File: src/design/dsvm_pkg.sv
// ---------------------------------------------------------------------------
// dsvm_pkg
// Types, codes and reset values shared by the supply monitor files.
// ---------------------------------------------------------------------------
package dsvm_pkg;

  localparam int VOLT_BITS_DEF = 16;

  // register reset values, mV
  localparam int DC_OFF_RESET     = 2000;
  localparam int DC_ON_RESET      = 4000;
  localparam int USB_OFF_RESET    = 500;
  localparam int USB_ON_RESET     = 4000;
  localparam int EDGE_DELTA_RESET = 1000;
  localparam int LEVEL_RESET      = 1000;

  localparam int CFG_ADDR_BITS = 3;

  typedef enum logic [CFG_ADDR_BITS-1:0] {
    CFG_DC_OFF     = 3'd0,
    CFG_DC_ON      = 3'd1,
    CFG_USB_OFF    = 3'd2,
    CFG_USB_ON     = 3'd3,
    CFG_EDGE_DELTA = 3'd4,
    CFG_LEVEL      = 3'd5
  } cfg_idx_t;

  typedef enum logic [1:0] {
    OP_TICK    = 2'd0,
    OP_ARM_DC  = 2'd1,
    OP_ARM_USB = 2'd2
  } op_t;

  typedef enum logic [1:0] {
    DIR_NONE = 2'd0,
    DIR_FALL = 2'd1,
    DIR_RISE = 2'd2
  } dir_t;

  typedef enum logic [1:0] {
    EVT_NONE       = 2'd0,
    EVT_CONNECT    = 2'd1,
    EVT_DISCONNECT = 2'd2
  } usb_evt_t;

  typedef enum logic [1:0] {
    TRIG_NONE = 2'd0,
    TRIG_DC   = 2'd1,
    TRIG_USB  = 2'd2
  } trig_t;

  // result beat layout
  localparam int OUT_TDATA_BITS = 8;
  localparam int OUT_DC_BIT     = 0;
  localparam int OUT_USB_BIT    = 1;
  localparam int OUT_EVT_LSB    = 2;
  localparam int OUT_TRIG_LSB   = 4;
  localparam int OUT_POLL_BIT   = 6;

endpackage

File: src/design/dual_supply_voltage_monitor_core.sv
// ---------------------------------------------------------------------------
// dual_supply_voltage_monitor_core
// Hysteresis presence flags, USB plug events and armed edge triggers for a
// DC input and USB VBUS supply pair.
// ---------------------------------------------------------------------------
// Usage:
//   Input stream (in_*): one beat per command. Opcode 0 is a sample tick
//   carrying both voltages in mV; opcodes 1/2 arm or disarm the DC/USB
//   channel with a wanted edge polarity. Opcode 3 is a no-op.
//   Result stream (out_*): exactly one beat per input beat, in order,
//   carrying presence flags, USB event, trigger and polling status.
//   Config port (cfg_*): write-only thresholds, taken on any clk edge with
//   cfg_wen high; write only while the block is idle.
// Timing:
//   Beat lands in an input register, the whole decision is one level of
//   compares/subtracts, and the result is written to an output register.
//   out_tvalid rises once the beat moves from the input register into the
//   output register; one beat per cycle sustained while out_tready is high.
//   State (flags, last samples, arm bits) updates as an item leaves the
//   input register, so back-to-back ticks see each other's state.
// Reset: rst_n low (sync) clears flags, samples, arm state, both valids,
//   and loads the default thresholds.
// Stall: with out_tready low the output register holds; the input register
//   still takes one more beat, then in_tready drops until the result moves.
// ---------------------------------------------------------------------------
module dual_supply_voltage_monitor_core #(
  parameter int VOLT_BITS = dsvm_pkg::VOLT_BITS_DEF
) (
  input  logic                                    clk,
  input  logic                                    rst_n,
  // cfg port
  input  logic                                    cfg_wen,
  input  logic [dsvm_pkg::CFG_ADDR_BITS-1:0]      cfg_addr,
  input  logic [VOLT_BITS-1:0]                    cfg_wdata,
  // input stream
  input  logic                                    in_tvalid,
  output logic                                    in_tready,
  // low->high: opcode[1:0], dc_mv, usb_mv, arm_enable, arm_rising, zero pad
  input  logic [((2*VOLT_BITS+4+7)/8)*8-1:0]      in_tdata,
  // result stream
  output logic                                    out_tvalid,
  input  logic                                    out_tready,
  // low->high: dc_present, usb_present, usb_event[1:0], trigger[1:0],
  //            polling_active, zero pad
  output logic [dsvm_pkg::OUT_TDATA_BITS-1:0]     out_tdata
);
  import dsvm_pkg::*;

  typedef logic [VOLT_BITS-1:0] volt_t;

  localparam int DC_LSB  = 2;
  localparam int USB_LSB = DC_LSB + VOLT_BITS;
  localparam int EN_BIT  = USB_LSB + VOLT_BITS;
  localparam int RISE_BIT = EN_BIT + 1;

  // edge direction from previous to current sample
  function automatic dir_t edge_dir(volt_t prev, volt_t cur, volt_t delta);
    logic [VOLT_BITS:0] up;
    logic [VOLT_BITS:0] dn;
    dir_t               d;
    up = {1'b0, cur} - {1'b0, prev};
    dn = {1'b0, prev} - {1'b0, cur};
    d  = DIR_NONE;
    if (!up[VOLT_BITS] && (up[VOLT_BITS-1:0] > delta)) begin
      d = DIR_RISE;
    end else if (!dn[VOLT_BITS] && (dn[VOLT_BITS-1:0] > delta)) begin
      d = DIR_FALL;
    end
    return d;
  endfunction

  // config registers
  volt_t dc_off_r, dc_on_r, usb_off_r, usb_on_r, delta_r, level_r;

  always_ff @(posedge clk) begin
    if (!rst_n) begin
      dc_off_r  <= volt_t'(DC_OFF_RESET);
      dc_on_r   <= volt_t'(DC_ON_RESET);
      usb_off_r <= volt_t'(USB_OFF_RESET);
      usb_on_r  <= volt_t'(USB_ON_RESET);
      delta_r   <= volt_t'(EDGE_DELTA_RESET);
      level_r   <= volt_t'(LEVEL_RESET);
    end else if (cfg_wen) begin
      unique case (cfg_addr)
        CFG_DC_OFF:     dc_off_r  <= cfg_wdata;
        CFG_DC_ON:      dc_on_r   <= cfg_wdata;
        CFG_USB_OFF:    usb_off_r <= cfg_wdata;
        CFG_USB_ON:     usb_on_r  <= cfg_wdata;
        CFG_EDGE_DELTA: delta_r   <= cfg_wdata;
        CFG_LEVEL:      level_r   <= cfg_wdata;
        default: ;  // unmapped index, dropped
      endcase
    end
  end

  // input register stage
  logic       s1_valid_r;
  logic [1:0] s1_op_r;
  volt_t      s1_dc_r, s1_usb_r;
  logic       s1_en_r, s1_rise_r;
  logic       s1_go;
  logic       out_valid_r;
  logic [OUT_TDATA_BITS-1:0] out_data_r, out_data_nxt;

  assign s1_go     = s1_valid_r && (!out_valid_r || out_tready);
  assign in_tready = !s1_valid_r || s1_go;

  always_ff @(posedge clk) begin
    if (!rst_n) begin
      s1_valid_r <= 1'b0;
    end else if (in_tready) begin
      s1_valid_r <= in_tvalid;
    end
  end

  always_ff @(posedge clk) begin
    if (in_tready && in_tvalid) begin
      s1_op_r   <= in_tdata[1:0];
      s1_dc_r   <= in_tdata[USB_LSB-1:DC_LSB];
      s1_usb_r  <= in_tdata[EN_BIT-1:USB_LSB];
      s1_en_r   <= in_tdata[EN_BIT];
      s1_rise_r <= in_tdata[RISE_BIT];
    end
  end

  // monitor state
  logic       dc_flag_r, usb_flag_r, restart_r;
  volt_t      dc_last_r, usb_last_r;
  logic [1:0] arm_r, pol_r;

  logic       dc_flag_nxt, usb_flag_nxt, restart_nxt;
  volt_t      dc_last_nxt, usb_last_nxt;
  logic [1:0] arm_nxt, pol_nxt;
  usb_evt_t   evt;
  trig_t      trig;
  dir_t       dc_dir, usb_dir;
  dir_t       dc_want, usb_want;

  always_comb begin
    dc_flag_nxt  = dc_flag_r;
    usb_flag_nxt = usb_flag_r;
    restart_nxt  = restart_r;
    dc_last_nxt  = dc_last_r;
    usb_last_nxt = usb_last_r;
    arm_nxt      = arm_r;
    pol_nxt      = pol_r;
    evt          = EVT_NONE;
    trig         = TRIG_NONE;
    dc_want      = pol_r[0] ? DIR_RISE : DIR_FALL;
    usb_want     = pol_r[1] ? DIR_RISE : DIR_FALL;

    // first tick after arming judges against the configured level
    if (restart_r) begin
      dc_dir  = (s1_dc_r > level_r) ? DIR_RISE : DIR_FALL;
      usb_dir = (s1_usb_r > level_r) ? DIR_RISE : DIR_FALL;
    end else begin
      dc_dir  = edge_dir(dc_last_r, s1_dc_r, delta_r);
      usb_dir = edge_dir(usb_last_r, s1_usb_r, delta_r);
    end

    unique case (s1_op_r)
      OP_TICK: begin
        if (dc_flag_r && (s1_dc_r <= dc_off_r)) begin
          dc_flag_nxt = 1'b0;
        end else if (!dc_flag_r && (s1_dc_r >= dc_on_r)) begin
          dc_flag_nxt = 1'b1;
        end

        // USB event uses the freshly updated DC flag
        if (usb_flag_r && (s1_usb_r <= usb_off_r)) begin
          usb_flag_nxt = 1'b0;
          if (dc_flag_nxt) evt = EVT_DISCONNECT;
        end else if (!usb_flag_r && (s1_usb_r >= usb_on_r)) begin
          usb_flag_nxt = 1'b1;
          if (dc_flag_nxt) evt = EVT_CONNECT;
        end

        restart_nxt  = 1'b0;
        dc_last_nxt  = s1_dc_r;
        usb_last_nxt = s1_usb_r;

        priority if (arm_r[0] && (dc_dir == dc_want)) begin
          trig = TRIG_DC;
        end else if (arm_r[1] && (usb_dir == usb_want)) begin
          trig = TRIG_USB;
        end else if ((s1_dc_r == '0) && (s1_usb_r == '0)) begin
          arm_nxt = 2'b00;  // both rails dead: stop polling
        end
      end
      OP_ARM_DC: begin
        restart_nxt = 1'b1;
        arm_nxt[0]  = s1_en_r;
        pol_nxt[0]  = s1_rise_r;
      end
      OP_ARM_USB: begin
        restart_nxt = 1'b1;
        arm_nxt[1]  = s1_en_r;
        pol_nxt[1]  = s1_rise_r;
      end
      default: ;  // spare opcode, no state change
    endcase

    out_data_nxt = '0;
    out_data_nxt[OUT_DC_BIT]                  = dc_flag_nxt;
    out_data_nxt[OUT_USB_BIT]                 = usb_flag_nxt;
    out_data_nxt[OUT_EVT_LSB+1:OUT_EVT_LSB]   = evt;
    out_data_nxt[OUT_TRIG_LSB+1:OUT_TRIG_LSB] = trig;
    out_data_nxt[OUT_POLL_BIT]                = |arm_nxt;
  end

  always_ff @(posedge clk) begin
    if (!rst_n) begin
      dc_flag_r  <= 1'b0;
      usb_flag_r <= 1'b0;
      restart_r  <= 1'b0;
      dc_last_r  <= '0;
      usb_last_r <= '0;
      arm_r      <= 2'b00;
      pol_r      <= 2'b00;
    end else if (s1_go) begin
      dc_flag_r  <= dc_flag_nxt;
      usb_flag_r <= usb_flag_nxt;
      restart_r  <= restart_nxt;
      dc_last_r  <= dc_last_nxt;
      usb_last_r <= usb_last_nxt;
      arm_r      <= arm_nxt;
      pol_r      <= pol_nxt;
    end
  end

  // result register
  always_ff @(posedge clk) begin
    if (!rst_n) begin
      out_valid_r <= 1'b0;
    end else if (s1_go) begin
      out_valid_r <= 1'b1;
    end else if (out_tready) begin
      out_valid_r <= 1'b0;
    end
  end

  always_ff @(posedge clk) begin
    if (s1_go) begin
      out_data_r <= out_data_nxt;
    end
  end

  assign out_tvalid = out_valid_r;
  assign out_tdata  = out_data_r;

endmodule

File: config.mk
export PLATFORM = sky130hd
export DESIGN_NAME = dual_supply_voltage_monitor_core
export DESIGN_NICKNAME = d
export VERILOG_FILES = /design/src/design/dsvm_pkg.sv /design/src/design/dual_supply_voltage_monitor_core.sv
export SDC_FILE = /design/constraint.sdc
export NUM_CORES = 1
export LEC_CHECK = 0
export ABC_AREA = 1
export BUFFER_PORTS_ARGS = -buffer_cell sky130_fd_sc_hd__buf_2
export CAP_MARGIN = 15
export CORE_ASPECT_RATIO = 0.5
export CORE_UTILIZATION = 55
export CTS_CLUSTER_SIZE = 24
export DETAILED_ROUTE_END_ITERATION = 8
export HOLD_SLACK_MARGIN = 0.02
export PLACE_DENSITY = 0.83
export RECOVER_POWER = 50
export SETUP_SLACK_MARGIN = 0.2
export SLEW_MARGIN = 20
export SYNTH_ARGS = -nofsm -noshare
export SYNTH_HDL_FRONTEND = slang
export SYNTH_SLANG_ARGS = --single-unit
File: constraint.sdc
create_clock -name clk -period 4.8 [get_ports clk]
set_clock_uncertainty 0.05 [all_clocks]
set_input_delay 0.24 -clock clk [delete_from_list [all_inputs] [get_ports clk]]
set_output_delay 0.24 -clock clk [all_outputs]
set_load 0.01 [all_outputs]
==> impl_metrics.py <==
metrics = {
    "global_routing": {
        "globalRouteTotalUtil": 0.306,
        "antenna_found_initial": 1,
        "grt_max_degree": 80,
        "grt_pass1_vias": 11500,
        "grt_pass1_wl_um": 59600,
        "grt-ovfl-total": 0,
    },
    "critical_path": {
        "cp.required_ps": 4930,
        "endpoint_kind": "flop",
        "cp-start-kind": "flop",
        "path_class": "reg2reg",
        "r2r_setup_slack_ps": 570,
        "crit_chain": "inv_1 -> ha_1 -> inv_1 -> fa_1 -> a211oi_2 -> nor2_1 -> a221oi_1 -> xor2_1 -> inv_1 -> ha_1 -> nand2_1 -> nor2_1 -> o21ai_0 -> nand2_1 -> a21oi_1 -> nor2_2 -> nor2_1 -> nand3_2 -> nand2_2 -> nor2_2 -> nand2_1 -> nand2_1 -> nand4_1",
        "cpMaxStageDelayCell": "fa_1",
        "slowest_delay_ps": 440,
        "crit_family": "simple AND/OR/NAND/NOR gates",
        "arrival_ps": 4360,
        "worstPathMaxFanout": 6,
        "crit_buf_inv": 3,
        "path_common_cell": "nand2_1",
    },
    "die": {
        "core_area_um2": 23300,
        "chipHeight_um": 112,
        "rows": 39,
        "die-area_um2": 25000,
        "die_w_um": 222,
        "start_util": 0.573,
        "pin_count": 74,
    },
    "timing": {
        "hold_viol": 0,
        "finalCritPeriodShare": 0.880,
        "tightestPinTransition_ps": 3200,
        "rsz0062_at_grt": "false",
        "fin_crit_ps": 4230,
        "finalSetupTns_ps": 0,
        "maxSlewViolCount": 80,
        "fmax_ghz": 0.237,
        "slew-limit-headroom": -1.14,
        "holdWs_ps": 53.9,
        "setup_viol": 0,
        "fin_ws_ps": 574,
    },
    "cells_and_area": {
        "layout_commonest_cell": "nand2_1",
        "syn2layout_area_growth_pct": 11.9,
        "mostFrequentLayoutCells": "nand2_1 (287), inv_1 (279), a21oi_1 (226), ha_1 (226), o21ai_0 (158)",
        "nFillCells": 1883,
        "fin_area_um2": 15000,
        "fin_nets": 2136,
        "utilization": 0.641,
        "final_cells": 2162,
        "drive_gt1_frac": 0.0884,
        "antenna_cells": 0,
    },
    "synthesis": {
        "synth_cells": 1750,
        "syn_area_per_cell_um2": 7.64,
        "yosysSeqAreaShare": 0.302,
        "synth_edf_count": 43,
        "async_flop_share": 0,
        "yosysWarnings": 0,
        "synthFlopType": "dfxtp_1",
        "ys_types": 49,
        "synth_nets": 2044,
        "syn_area_um2": 13400,
        "synth_seq_cells": 180,
    },
    "route": {
        "ant_nets": 0,
        "routed_wl_um": 37700,
        "first_pass_iters": 5,
        "vias_per_cell": 5.64,
        "drc": 0,
        "vias": 12200,
        "wl_per_cell_um": 17.4,
        "drt_iter0_markers": 1250,
    },
    "clock_tree": {
        "cts_buffers": 17,
        "clkTransAtPathRegs_ps": 70,
        "htreeDepth": 4,
        "clk_latency_ps": 440,
        "cts_tree": "done",
        "clock_sinks": 180,
        "clk_path_buf_depth": 2,
        "clockRootBuffer": "clkbuf_16",
    },
    "hold_path": {
        "min_path_type": "in2reg",
    },
    "pwr": {
        "switching_share": 0.320,
        "p_sw_mw": 1.33,
        "totalPowerFinal_mw": 4.17,
        "p_comb_frac": 0.235,
        "p_per_area_nw_per_um2": 279,
        "power_frac_seq": 0.401,
        "p_int_mw": 2.84,
        "ir_drop_mv": 0.252,
        "leakage_nw": 7.21,
        "clkPwrFrac": 0.365,
    },
    "placement": {
        "io_buffers": 68,
        "dp_hpwl_um": 28600,
        "place_congestion": 0.977,
        "placed_cells": 2094,
        "pre_cts_slack_ps": 709,
        "placed_area_um2": 14000,
    },
    "outcome": {
        "status": "complete, but fails checks",
        "violations": "capacitance limit, slew limit",
    },
    "run": {
        "maxCapViolCount": 1,
    },
}
metal layers:
metal	wire (um)	up-vias	part of all wire	track usage
li1	-	6005	-	-
met2	15900	578	0.42	0.471
met4	812	0	0.022	0.0915
met5	0	-	0	0
met1	16000	5534	0.42	0.402
met3	5030	78	0.13	0.112
registers in the layout, summed over array words and instances, names as in the netlist, 2 cells and up:
signal / cells
usb_on_r: 16
dc_last_r: 16
arm_r: 2
dc_on_r: 16
delta_r: 16
out_tdata: 7
s1_dc_r: 16
dc_off_r: 16
usb_last_r: 16
level_r: 16
usb_off_r: 16
pol_r: 2
s1_op_r: 2
s1_usb_r: 16
cells in the mapped netlist, types with 18 or more instances:
cell type,count,area (um^2)
nand2_2,20,125
o211ai_1,31,233
dfxtp_1,137,2740
xor2_1,47,412
nor2_1,93,349
inv_1,279,1050
ha_1,226,2830
clkbuf_1,34,128
nand4_1,18,113
edfxtp_1,43,1290
a21oi_1,227,1140
nand2_1,287,1080
nand3_1,23,115
o21ai_0,158,791
kinds of logic (layout without fill, tap and decap cells):
| logic type | after synthesis | after routing | synth area share |
|---|---|---|---|
| AO/OA/AOI/OAI | 468 | 468 | 0.192 |
| XOR/XNOR | 56 | 56 | 0.0367 |
| adder cells (fa/ha/maj) | 230 | 230 | 0.218 |
| buffers and inverters | 348 | 453 | 0.104 |
| flip-flops | 180 | 180 | 0.302 |
| other | 1 | 1 | 0.000281 |
| AND/OR/NAND/NOR | 467 | 467 | 0.147 |
tightest hold or removal path, cell delays in order:
cell,delay (ps)
buf_2,100
nand2_1,80
a21oi_1,70
final cells by class:
| type | instances | area, um^2 | share of cell area |
|---|---|---|---|
| multi-input cells | 1222 | 7950 | 0.531 |
| clock inverters | 10 | 129 | 0.00861 |
| clock buffers | 22 | 495 | 0.0331 |
| inverters | 293 | 1100 | 0.0738 |
| repair buffers | 128 | 863 | 0.0577 |
| flip-flops and latches | 180 | 4030 | 0.270 |
| well taps | 307 | 384 | 0.0257 |
power by group through the flow:
stage	Clock [mW]	Combinational, mW	Sequential [mW]
final	1.52	0.980	1.67
after global routing	1.59	1.10	1.68
after CTS	1.52	0.957	1.67
after detailed placement	0	0.917	1.70
after global placement	0	0.886	1.70
after floorplan	0	0.670	1.69
repair_timing:
item | in CTS | in global routing
hold buffers | 36 | 0
endpoints found under the hold margin | 36 | 0
endpoints found under the setup margin | 0 | 3
gates resized for setup | 0 | 1
setup buffers | 0 | 0
final timing paths:
check                                   from            to  cells after the start
worst max-delay path             s1_usb_r[0]  out_tdata[6]                     23
worst min-delay path               in_tvalid    s1_valid_r                      3
worst max register to register   s1_usb_r[0]  out_tdata[6]                     23
worst min register to register  dc_off_r[12]  dc_off_r[12]                      2
No activity file was read; power rests on OpenSTA's default activity.
